$ cat config.mk
export PLATFORM = sky130hd
export DESIGN_NAME = sha256_byte_stream_hasher_unit
export DESIGN_NICKNAME = d
export VERILOG_FILES = /design/src/sv/sha_pkg.sv /design/src/sv/sha_round.sv /design/src/sv/sha256_byte_stream_hasher_unit.sv
export SDC_FILE = /design/constraint.sdc
export NUM_CORES = 2
export LEC_CHECK = 0
export BUFFER_PORTS_ARGS = -buffer_cell sky130_fd_sc_hd__buf_2
export CAP_MARGIN = 20
export CORE_ASPECT_RATIO = 1.2
export CORE_MARGIN = 1
export CORE_UTILIZATION = 50
export DETAILED_ROUTE_END_ITERATION = 8
export PLACE_DENSITY = 0.65
export RECOVER_POWER = 25
export SLEW_MARGIN = 20
export SYNTH_ARGS = -nofsm -noshare
export SYNTH_HDL_FRONTEND = slang
export SYNTH_SLANG_ARGS = --single-unit
$ cat constraint.sdc
create_clock -name clk -period 11.6 [get_ports clk]
set_clock_uncertainty 0.05 [all_clocks]
set_input_delay 2.32 -clock clk [delete_from_list [all_inputs] [get_ports clk]]
set_output_delay 2.32 -clock clk [all_outputs]
set_load 0.005 [all_outputs]
$ cat src/sv/sha_pkg.sv
package sha_pkg;

    typedef struct packed {
        logic [7:0] data_byte;
        logic       has_byte;
        logic       last;
    } in_word_t;

    typedef struct packed {
        logic [63:0] digest_word;
        logic [1:0]  word_index;
        logic        digest_last;
    } out_word_t;

    typedef enum logic [2:0] {
        ST_IDLE,
        ST_LOAD,
        ST_ROUND,
        ST_FOLD,
        ST_PAD,
        ST_EMIT
    } state_t;

    localparam int BLOCK_BYTES = 64;
    localparam int ROUNDS      = 64;

    localparam logic [31:0] INIT_H [8] = '{
        32'h6a09e667, 32'hbb67ae85, 32'h3c6ef372, 32'ha54ff53a,
        32'h510e527f, 32'h9b05688c, 32'h1f83d9ab, 32'h5be0cd19
    };

    localparam logic [31:0] ROUND_K [64] = '{
        32'h428a2f98, 32'h71374491, 32'hb5c0fbcf, 32'he9b5dba5,
        32'h3956c25b, 32'h59f111f1, 32'h923f82a4, 32'hab1c5ed5,
        32'hd807aa98, 32'h12835b01, 32'h243185be, 32'h550c7dc3,
        32'h72be5d74, 32'h80deb1fe, 32'h9bdc06a7, 32'hc19bf174,
        32'he49b69c1, 32'hefbe4786, 32'h0fc19dc6, 32'h240ca1cc,
        32'h2de92c6f, 32'h4a7484aa, 32'h5cb0a9dc, 32'h76f988da,
        32'h983e5152, 32'ha831c66d, 32'hb00327c8, 32'hbf597fc7,
        32'hc6e00bf3, 32'hd5a79147, 32'h06ca6351, 32'h14292967,
        32'h27b70a85, 32'h2e1b2138, 32'h4d2c6dfc, 32'h53380d13,
        32'h650a7354, 32'h766a0abb, 32'h81c2c92e, 32'h92722c85,
        32'ha2bfe8a1, 32'ha81a664b, 32'hc24b8b70, 32'hc76c51a3,
        32'hd192e819, 32'hd6990624, 32'hf40e3585, 32'h106aa070,
        32'h19a4c116, 32'h1e376c08, 32'h2748774c, 32'h34b0bcb5,
        32'h391c0cb3, 32'h4ed8aa4a, 32'h5b9cca4f, 32'h682e6ff3,
        32'h748f82ee, 32'h78a5636f, 32'h84c87814, 32'h8cc70208,
        32'h90befffa, 32'ha4506ceb, 32'hbef9a3f7, 32'hc67178f2
    };

    function automatic logic [31:0] rotr(input logic [31:0] x, input int n);
        rotr = (x >> n) | (x << (32 - n));
    endfunction

endpackage

$ cat src/sv/sha_round.sv
module sha_round (
    input  logic [255:0] v,
    input  logic [31:0]  k,
    input  logic [31:0]  w,
    output logic [255:0] v_new
);
    logic [31:0] a, b, c, d, e, f, g, h;
    logic [31:0] big0, big1, ch, maj, t1, t2;

    always_comb
    begin
        {a, b, c, d, e, f, g, h} = v;
        big1 = sha_pkg::rotr(e, 6) ^ sha_pkg::rotr(e, 11) ^ sha_pkg::rotr(e, 25);
        ch   = (e & f) ^ (~e & g);
        big0 = sha_pkg::rotr(a, 2) ^ sha_pkg::rotr(a, 13) ^ sha_pkg::rotr(a, 22);
        maj  = (a & b) ^ (a & c) ^ (b & c);
        t1   = h + big1 + ch + k + w;
        t2   = big0 + maj;
        v_new = {t1 + t2, a, b, c, d + t1, e, f, g};
    end
endmodule

$ cat src/sv/sha256_byte_stream_hasher_unit.sv
// streaming sha-256: one byte per input word, the last word pads the message and
// returns the digest as four big-endian 64-bit words. a byte that does not close a
// block leaves the unit idle for the next word. a byte that fills a 64-byte
// block holds the input through acceptance, a load state streaming the block memory
// one 32-bit word a cycle into the schedule, 64 rounds of one shared round unit, a
// fold and a wrap-up state. a last word runs one or two further compressions for
// padding, then holds the input while the four digest words leave, at best one
// a cycle. the block lives in a 16x32 memory with a registered read, written
// one byte lane at a time.
module sha256_byte_stream_hasher_unit (
    input  logic                clk,
    input  logic                rst_n,
    input  logic                in_valid,
    output logic                in_ready,
    input  sha_pkg::in_word_t   in_data,
    output logic                out_valid,
    input  logic                out_ready,
    output sha_pkg::out_word_t  out_data
);
    logic [31:0] mem [16];
    logic [31:0] rd_data_reg;

    sha_pkg::state_t state_reg, state_next;
    logic [5:0]   fill_reg;
    logic [63:0]  bits_reg;
    logic [255:0] hash_reg;
    logic [255:0] v_reg;
    logic [511:0] sched_reg;
    logic [6:0]   cnt_reg;
    logic         fin_reg;
    logic         second_reg;
    logic         tail_reg;
    logic [1:0]   oidx_reg;
    logic [63:0]  total_reg;

    logic [255:0] v_new;
    logic [31:0]  w_cur, w_next, x, y, s0, s1, pad_word;
    logic         wr_en;
    logic [3:0]   wr_addr, rd_addr;
    logic [3:0]   wr_be;
    logic [31:0]  wr_data;

    assign w_cur = sched_reg[511:480];
    assign x     = sched_reg[479:448];
    assign y     = sched_reg[63:32];
    assign s0    = sha_pkg::rotr(x, 7) ^ sha_pkg::rotr(x, 18) ^ (x >> 3);
    assign s1    = sha_pkg::rotr(y, 17) ^ sha_pkg::rotr(y, 19) ^ (y >> 10);
    assign w_next = w_cur + s0 + sched_reg[223:192] + s1;

    sha_round u_round (
        .v     (v_reg),
        .k     (sha_pkg::ROUND_K[cnt_reg[5:0]]),
        .w     (w_cur),
        .v_new (v_new)
    );

    // pad view of a memory word: 0x80 then zero past the fill, all zero on pass two
    always_comb
    begin
        logic [5:0] bidx;
        pad_word = rd_data_reg;
        for (int j = 0; j < 4; j++)
        begin
            bidx = {cnt_reg[3:0] - 4'd1, 2'(j)};
            if (second_reg)
                pad_word[31-8*j -: 8] = 8'h00;
            else if (bidx == fill_reg)
                pad_word[31-8*j -: 8] = 8'h80;
            else if (bidx > fill_reg)
                pad_word[31-8*j -: 8] = 8'h00;
        end
        if (fin_reg && (second_reg || fill_reg < 6'd56))
        begin
            if (cnt_reg[3:0] == 4'd15)
                pad_word = total_reg[63:32];
            else if (cnt_reg[3:0] == 4'd0)
                pad_word = total_reg[31:0];
        end
    end

    assign wr_en   = (state_reg == sha_pkg::ST_IDLE) && in_valid && in_data.has_byte;
    assign wr_addr = fill_reg[5:2];
    assign wr_data = {4{in_data.data_byte}};
    assign rd_addr = cnt_reg[3:0];
    always_comb
    begin
        wr_be = '0;
        wr_be[~fill_reg[1:0]] = 1'b1;
    end

    always_ff @(posedge clk)
    begin
        if (wr_en)
        begin
            for (int j = 0; j < 4; j++)
                if (wr_be[j])
                    mem[wr_addr][8*j +: 8] <= wr_data[8*j +: 8];
        end
        rd_data_reg <= mem[rd_addr];
    end

    always_comb
    begin
        state_next = state_reg;
        in_ready   = 1'b0;
        out_valid  = 1'b0;
        unique case (state_reg)
            sha_pkg::ST_IDLE:
            begin
                in_ready = 1'b1;
                if (in_valid)
                begin
                    if (in_data.has_byte && fill_reg == 6'd63)
                        state_next = sha_pkg::ST_LOAD;
                    else if (in_data.last)
                        state_next = sha_pkg::ST_LOAD;
                end
            end
            sha_pkg::ST_LOAD:
                if (cnt_reg == 7'd16)
                    state_next = sha_pkg::ST_ROUND;
            sha_pkg::ST_ROUND:
                if (cnt_reg == 7'd63)
                    state_next = sha_pkg::ST_FOLD;
            sha_pkg::ST_FOLD:
                state_next = sha_pkg::ST_PAD;
            sha_pkg::ST_PAD:
            begin
                if (!fin_reg)
                    state_next = tail_reg ? sha_pkg::ST_LOAD : sha_pkg::ST_IDLE;
                else if (!second_reg && fill_reg >= 6'd56)
                    state_next = sha_pkg::ST_LOAD;
                else
                    state_next = sha_pkg::ST_EMIT;
            end
            sha_pkg::ST_EMIT:
            begin
                out_valid = 1'b1;
                if (out_ready && oidx_reg == 2'd3)
                    state_next = sha_pkg::ST_IDLE;
            end
            default:
                state_next = sha_pkg::ST_IDLE;
        endcase
    end

    assign out_data.digest_word = hash_reg[255 - 64*oidx_reg -: 64];
    assign out_data.word_index  = oidx_reg;
    assign out_data.digest_last = (oidx_reg == 2'd3);

    always_ff @(posedge clk or negedge rst_n)
    begin
        if (!rst_n)
        begin
            state_reg  <= sha_pkg::ST_IDLE;
            fill_reg   <= '0;
            bits_reg   <= '0;
            hash_reg   <= {sha_pkg::INIT_H[0], sha_pkg::INIT_H[1], sha_pkg::INIT_H[2],
                           sha_pkg::INIT_H[3], sha_pkg::INIT_H[4], sha_pkg::INIT_H[5],
                           sha_pkg::INIT_H[6], sha_pkg::INIT_H[7]};
            v_reg      <= '0;
            sched_reg  <= '0;
            cnt_reg    <= '0;
            fin_reg    <= 1'b0;
            second_reg <= 1'b0;
            tail_reg   <= 1'b0;
            oidx_reg   <= '0;
            total_reg  <= '0;
        end
        else
        begin
            state_reg <= state_next;
            unique case (state_reg)
                sha_pkg::ST_IDLE:
                    if (in_valid)
                    begin
                        cnt_reg    <= '0;
                        second_reg <= 1'b0;
                        fin_reg    <= in_data.last && !(in_data.has_byte && fill_reg == 6'd63);
                        if (in_data.has_byte)
                            fill_reg <= fill_reg + 6'd1;
                        if (in_data.has_byte && fill_reg == 6'd63)
                            bits_reg <= bits_reg + 64'd512;
                        total_reg <= bits_reg + {55'd0, fill_reg, 3'd0}
                                     + (in_data.has_byte ? 64'd8 : 64'd0);
                        // a last byte that closes a block: pad in a further pass
                        tail_reg <= in_data.last && in_data.has_byte && fill_reg == 6'd63;
                    end
                sha_pkg::ST_LOAD:
                begin
                    cnt_reg <= cnt_reg + 7'd1;
                    if (cnt_reg != 7'd0)
                        sched_reg <= {sched_reg[479:0],
                                      fin_reg ? pad_word : rd_data_reg};
                    if (cnt_reg == 7'd16)
                    begin
                        cnt_reg <= '0;
                        v_reg   <= hash_reg;
                    end
                end
                sha_pkg::ST_ROUND:
                begin
                    v_reg     <= v_new;
                    sched_reg <= {sched_reg[479:0], w_next};
                    cnt_reg   <= cnt_reg + 7'd1;
                end
                sha_pkg::ST_FOLD:
                    for (int j = 0; j < 8; j++)
                        hash_reg[32*j +: 32] <= hash_reg[32*j +: 32] + v_reg[32*j +: 32];
                sha_pkg::ST_PAD:
                begin
                    cnt_reg <= '0;
                    oidx_reg <= '0;
                    if (!fin_reg && tail_reg)
                    begin
                        fin_reg  <= 1'b1;
                        tail_reg <= 1'b0;
                    end
                    if (fin_reg && !second_reg && fill_reg >= 6'd56)
                        second_reg <= 1'b1;
                end
                sha_pkg::ST_EMIT:
                    if (out_ready)
                    begin
                        oidx_reg <= oidx_reg + 2'd1;
                        if (oidx_reg == 2'd3)
                        begin
                            hash_reg <= {sha_pkg::INIT_H[0], sha_pkg::INIT_H[1],
                                         sha_pkg::INIT_H[2], sha_pkg::INIT_H[3],
                                         sha_pkg::INIT_H[4], sha_pkg::INIT_H[5],
                                         sha_pkg::INIT_H[6], sha_pkg::INIT_H[7]};
                            fill_reg <= '0;
                            bits_reg <= '0;
                        end
                    end
                default:
                    cnt_reg <= '0;
            endcase
        end
    end
endmodule

## After elaboration in Yosys (flattened, before gate mapping)

Memories as Yosys holds them, arrays and structs flattened. A register that Yosys moved wholly into a read port is not among the register bits.
Cells that the tools add are included.

| storage, ports and cells | value |
|---|---|
| memories kept | 2 |
| logic and storage cells | 219 |
| register bits after elaboration | 1173 |
| bits in writable memories | 512 |
| ROM bits | 2048 |
| input port bits | 14 |
| output and inout port bits | 69 |

Memory list:

| memory | depth | bits a word | rd ports | clocked after memory_dff | write ports | RTL line | text |
|---|---|---|---|---|---|---|---|
| (no name shown) | 64 | 32 | 1 | 0 | 0 | sha256_byte_stream_hasher_unit.sv:52 | `.k (sha_pkg::ROUND_K[cnt_reg[5:0]]),` |
| mem | 16 | 32 | 1 | 1 | 1 | sha256_byte_stream_hasher_unit.sv:20 | `logic [31:0] mem [16];` |

| operators by class | value |
|---|---|
| magnitude comparators | 9 |
| $add $sub $neg | 26 |
| equal/unequal tests | 26 |
| muxes and demuxes | 76 |
| bitwise operators | 30 |
| reduce and logical (&&, ||, !) cells | 37 |
| shift operators | 1 |

Operators by type and width:

| cell | number |
|---|---|
| $pmux W256 S2 | 2 |
| $pmux W512 S2 | 1 |
| $mux W256 | 3 |
| $add A32 B32 Y32 | 18 |
| $mux W512 | 1 |
| $shiftx A319 B33 Y64 | 1 |
| $xor A32 B32 Y32 | 9 |
| $mux W64 | 4 |
| $mux W32 | 6 |
| $and A32 B32 Y32 | 5 |
| $pmux W64 S2 | 1 |
| $mux W8 | 12 |
| $add A64 B10 Y64 const B | 1 |
| $add A64 B4 Y64 | 1 |
| $add A64 B9 Y64 | 1 |
| $not A32 Y32 | 1 |
| $or A10 B32 Y32 | 1 |
| $or A13 B32 Y32 | 1 |
| $or A14 B32 Y32 | 1 |
| $or A15 B32 Y32 | 1 |
| $or A19 B32 Y32 | 1 |
| $or A21 B32 Y32 | 1 |
| $or A25 B32 Y32 | 1 |
| $or A26 B32 Y32 | 1 |
| other kinds (53) | 130 |

## Longest topological paths before layout

| logic depth | value |
|---|---|
| depth after elaboration | 11 |
| gate-level depth with buffers | 38 |
| mapped depth without buffers | 36 |

## Cells and area by module

Synthesis repeated with hierarchy kept, for this count alone.

| unflattened totals | value |
|---|---|
| cells, all modules | 10036 |
| area total of the unflattened synthesis | 98898.6 um^2 |

By module, submodules not included:

| module | area each (um^2) | times used | cells each |
|---|---|---|---|
| sha256_byte_stream_hasher_unit | 87562.7 | 1 | 8634 |
| sha_round | 11335.9 | 1 | 1402 |

## Least setup slack after synthesis

OpenSTA, ideal clock, no wires.

| timing path | value |
|---|---|
| path kind | reg2reg |
| start | register cnt_reg[0] |
| end | register v_reg[255] |
| setup slack | 3.166 ns |
| clock period less this slack | 8.434 ns |
| buffers on the path | 2 |
| required time | 11.409 ns |
| setup time | 0.141 ns |
| arrival | 8.243 ns |
| stages on the path, launching flop included | 35 |
| cell sequence | dfrtp_1 buf_1 clkinv_1 ha_1 clkbuf_1 nand2_1 a311oi_1 a31oi_1 o221a_2 fa_1 inv_1 ha_1 fa_1 a211oi_1 o211ai_1 a21o_1 a41oi_1 o21ai_0 a21o_1 a21o_1 a21oi_1 xnor2_1 fa_1 ha_1 and4_1 and3_1 nand2_1 or3_1 o311a_1 a31oi_1 nand4_1 a31oi_1 xnor2_1 mux2i_1 a31oi_1 |

| between the ends | value |
|---|---|
| cells in the longest elaborated chain, start to end | 8 |
| elaborated cells between the ends (all ways) | 11 |

Ends and longest elaborated chain:

| element | RTL line | text |
|---|---|---|
| start: declaration | sha256_byte_stream_hasher_unit.sv:29 | `logic [6:0] cnt_reg;` |
| start signal: assignment | sha256_byte_stream_hasher_unit.sv:191 | `cnt_reg <= cnt_reg + 7'd1;` |
| start signal: assignment | sha256_byte_stream_hasher_unit.sv:205 | `cnt_reg <= cnt_reg + 7'd1;` |
| $not A6 Y7 (not written as such) | sha256_byte_stream_hasher_unit.sv:52 |  |
| $mem_v2 Z64 W32 | -- |  |
| $mux W32 (not written as such) (2 in a row) | sha256_byte_stream_hasher_unit.sv:52 |  |
| $add A32 B32 Y32 (2 in a row) | sha_round.sv:17 | `t1 = h + big1 + ch + k + w;` |
| $add A32 B32 Y32 | sha_round.sv:19 | `v_new = {t1 + t2, a, b, c, d + t1, e, f, g};` |
| $pmux W256 S2 | sha256_byte_stream_hasher_unit.sv:173 | `unique case (state_reg)` |
| end signal: assignment | sha256_byte_stream_hasher_unit.sv:198 | `v_reg <= hash_reg;` |
| end signal: assignment | sha256_byte_stream_hasher_unit.sv:203 | `v_reg <= v_new;` |
| end: declaration | sha256_byte_stream_hasher_unit.sv:27 | `logic [255:0] v_reg;` |

Parallel ways exist; a longest one is shown, timed or not. The select of a mux whose other input is x is not followed.
A chain may end at the register's enable or synchronous reset.

## Final worst setup path

Ends and elaborated chain as after synthesis.

==> run_results.csv <==
group,metric,value,unit
logic_synthesis,synthCells,9603,
logic_synthesis,syn_avg_cell_area,10.0,µm²
layout,fillers,16700,
place,dpl_cell_area,98800,µm²
sta,worst_pin_slew,8.33,ns
sta,grt_setup_unrepaired,"no",
cts,cts_tree,"built",
setup_path,cpMaxStageDelayCell,"ha_1",
sta,drv_slew,838,
cts,ctsLongestPathBuffers,3,
die,ioPinCount,83,
detailed_routing,vias_per_cell,6.03,
sta,fin_hold_ws,0.386,ns
die,die_w,402,µm
die,die_area,194000,µm²
layout,area.growth.synth_to_final,9.10,%
detailed_routing,drc_errors,0,
global_routing,grt_antenna_before_repair,6,
logic_synthesis,synth_top_area_cell,"dfrtp_1",
place,place_congestion,1.02,
outcome,failed_checks,"capacitance limit, slew limit",
cts,ctsResizeCount,0,
die,num_rows,176,
logic_synthesis,syn-cell-area,96200,µm²
logic_synthesis,synth_most_common_cell,"nand2_1",
global_routing,grt_pass1_wl,473000,µm
power,p_leak,46.8,nW
global_routing,grt_start_max_net_pins,231,
logic_synthesis,ys_ff_latch,1705,
setup_path,cp.arrival,10.46,ns
layout,layout-drive-gt1-share,9.67,%
layout,fin_area,105000,µm²
detailed_routing,drt_first_pass_iters,8,
cts,clock_sink_count,1705,
logic_synthesis,synth_top_area_share,26.7,%
layout,multi_input_area,47400,µm²
sta,period_minus_slack,9.78,ns
global_routing,gr-usage-met3,4.47,%
sta,fmax,102,MHz
logic_synthesis,async_reset_ff_share,68.1,%
detailed_routing,post_drt_wl_per_cell,26.4,µm
cts,cts_max_level,4,
sta,slew_headroom,-455,%
setup_path,slowest_delay,0.54,ns
detailed_routing,totalWireLength,319000,µm
setup_path,crit_type,"register to register",
logic_synthesis,synth_edf_count,512,
logic_synthesis,synth-main-ff-cell,"dfrtp_1",
power,peakVddDrop,0.000271,V
setup_path,cp_max_fo,13,
setup_path,cp-start-kind,"register",
cts,path_clk_slew,0.07,ns
sta,hold_violations,0,
global_routing,track_usage,32.9,%
place,numPortBuffers,82,
cts,postCtsHoldBufs,0,
logic_synthesis,synthesis.nets,10200,
setup_path,end_kind,"register",
place,hpwl,232000,µm
cts,post-cts-setup-buffers,0,
run,cap_violations,12,
detailed_routing,drtAntennaViolNets,0,
cts,clk_latency,0.90,ns
sta,finalSetupViolations,0,
logic_synthesis,yosys_warnings,0,
outcome,status,"complete, but fails checks",
logic_synthesis,synth.distinct_cells,102,
detailed_routing,drt_iter0_drc,7005,
global_routing,globalRouteOverflowTotal,0,
logic_synthesis,synthTopCellsByArea,"dfrtp_1 27%, edfxtp_1 16%, nand2_1 7.2%, mux4_2 5.4%, ha_1 5.3%",
die,die_h,483,µm
detailed_routing,vias,72900,
die,start_util,50.3,%
cts,ctsRootBufferMaster,"clkbuf_16",
layout,ff_latch_area,45300,µm²
logic_synthesis,yosys-top-cells-count,"1853 x nand2_1, 1025 x dfrtp_1, 856 x nor2_1, 518 x a21oi_1, 512 x edfxtp_1",
power,power_density,250,nW/µm²
cts,cts_made_buffers,178,
global_routing,grt_use_met1,40.1,%
global_routing,grt.met2_usage,54.6,%
worst_hold_path,hp-class,"register to register",
global_routing,grt.busiest_layer,"met2",
die,core_area,191000,µm²
layout,fin_nets,10100,
setup_path,cp.required,12.28,ns
logic_synthesis,yosysSeqAreaShare,47.0,%
sta,fin_tns_setup,0,ns
sta,min_period_over_period,84.4,%
global_routing,grt_pass1_vias,72200,
==> path summary, 6_finish.rpt <==
kind / from / end / slack [ns] / cells past startpoint
setup / recovery: cnt_reg[0] / v_reg[255] / 1.82 / 34
max in group asynchronous: rst_n / v_reg[83] / 2.17 / 1
hold / removal: sched_reg[148] / sched_reg[180] / 0.39 / 2
hold reg to reg: sched_reg[148] / sched_reg[180] / 0.39 / 2
setup reg to reg: cnt_reg[0] / v_reg[255] / 1.82 / 34
min in group asynchronous: rst_n / sched_reg[354] / 4.44 / 1
==> layer usage <==
metal | vias up | part of all wire, %
met1 | 36400 | 38
li1 | 33100 | -
met3 | 720 | 5.7
met4 | 0 | 7.7
met5 | - | 0
met2 | 2673 | 48
==> critical path: cells and delay by family (launching register included) <==
kind	cells	cell delay [ns]
compound gates	16	3.71
simple gates	8	2.10
flops	1	0.51
xor+xnor	2	0.43
buf+inv	2	0.50
mux	1	0.22
fa+ha+maj	5	2.11
==> where the power goes <==
part           leakage, nW  internal, mW  switching (mW)
Sequential            19.6          7.04           0.868
Clock                 3.01          3.43            2.58
Combinational         24.2          4.40            7.91
==> placed cells by master, fill, tap and decap left out, types with 25 or more instances in the layout <==
| master | synthesis | layout |
|---|---|---|
| a211oi_1 | 40 | 40 |
| a31oi_1 | 107 | 107 |
| nor3_1 | 82 | 79 |
| edfxtp_1 | 512 | 512 |
| mux4_2 | 229 | 229 |
| a21oi_1 | 518 | 518 |
| nor2b_1 | 42 | 42 |
| clkbuf_8 | 0 | 33 |
| o21bai_1 | 55 | 55 |
| a21o_1 | 181 | 181 |
| buf_2 | 4 | 74 |
| maj3_1 | 30 | 30 |
| o31ai_1 | 34 | 32 |
| xnor2_1 | 429 | 429 |
| clkbuf_16 | 0 | 179 |
| mux2i_1 | 33 | 33 |
| ha_1 | 411 | 411 |
| nand2_1 | 1853 | 1849 |
| a221oi_1 | 25 | 25 |
| dfxtp_1 | 32 | 32 |
| clkbuf_1 | 459 | 61 |
| dfrtp_1 | 1025 | 1019 |
| xor2_1 | 245 | 245 |
| or3_1 | 41 | 41 |
| o22ai_1 | 208 | 208 |
| nor2_1 | 856 | 853 |
| o21ai_0 | 497 | 497 |
| o211ai_1 | 51 | 51 |
| nand4_1 | 41 | 41 |
| nand3_1 | 137 | 137 |
| fa_1 | 195 | 195 |
| buf_4 | 0 | 91 |
| inv_1 | 435 | 436 |
| nand2b_1 | 51 | 50 |
| a221o_1 | 30 | 30 |
| and3_1 | 62 | 62 |
| o21a_1 | 54 | 54 |
| o21ai_1 | 46 | 46 |
| clkinv_2 | 0 | 35 |
| dfstp_2 | 136 | 136 |
==> cell type report <==
type	count	area share (%)
clock inverter	73	1.01
tap	2492	2.97
inverter	443	1.59
clock buffer	261	4.88
sequential	1705	43.1
antenna	1	0.00238
timing repair buffer	192	1.29
multi-input combinational	6919	45.1
==> through the flow <==
| stage | setup slack, ns | power [mW] | cells | utilization [%] |
|---|---|---|---|---|
| floorplan | 3.17 | 16.0 | 9603 | - |
| global placement | 1.86 | 19.9 | 11800 | 51.6 |
| detailed placement | 1.85 | 20.1 | 11800 | 51.6 |
| CTS | 1.86 | 26.2 | 12100 | 54.9 |
| global route | 1.02 | 27.8 | 12100 | 54.8 |
| finish | 1.82 | 26.2 | 12100 | 54.8 |
==> cells by family after synthesis <==
logic type | Yosys count | synth area share (%)
mux | 277 | 5.88
simple gates | 3273 | 14.1
xor+xnor | 674 | 6.14
fa+ha+maj | 636 | 9.72
buf+inv | 979 | 3.85
compound gates | 2059 | 13.3
flops | 1705 | 47.0
Note: power is estimated with default switching activity, not from simulation.
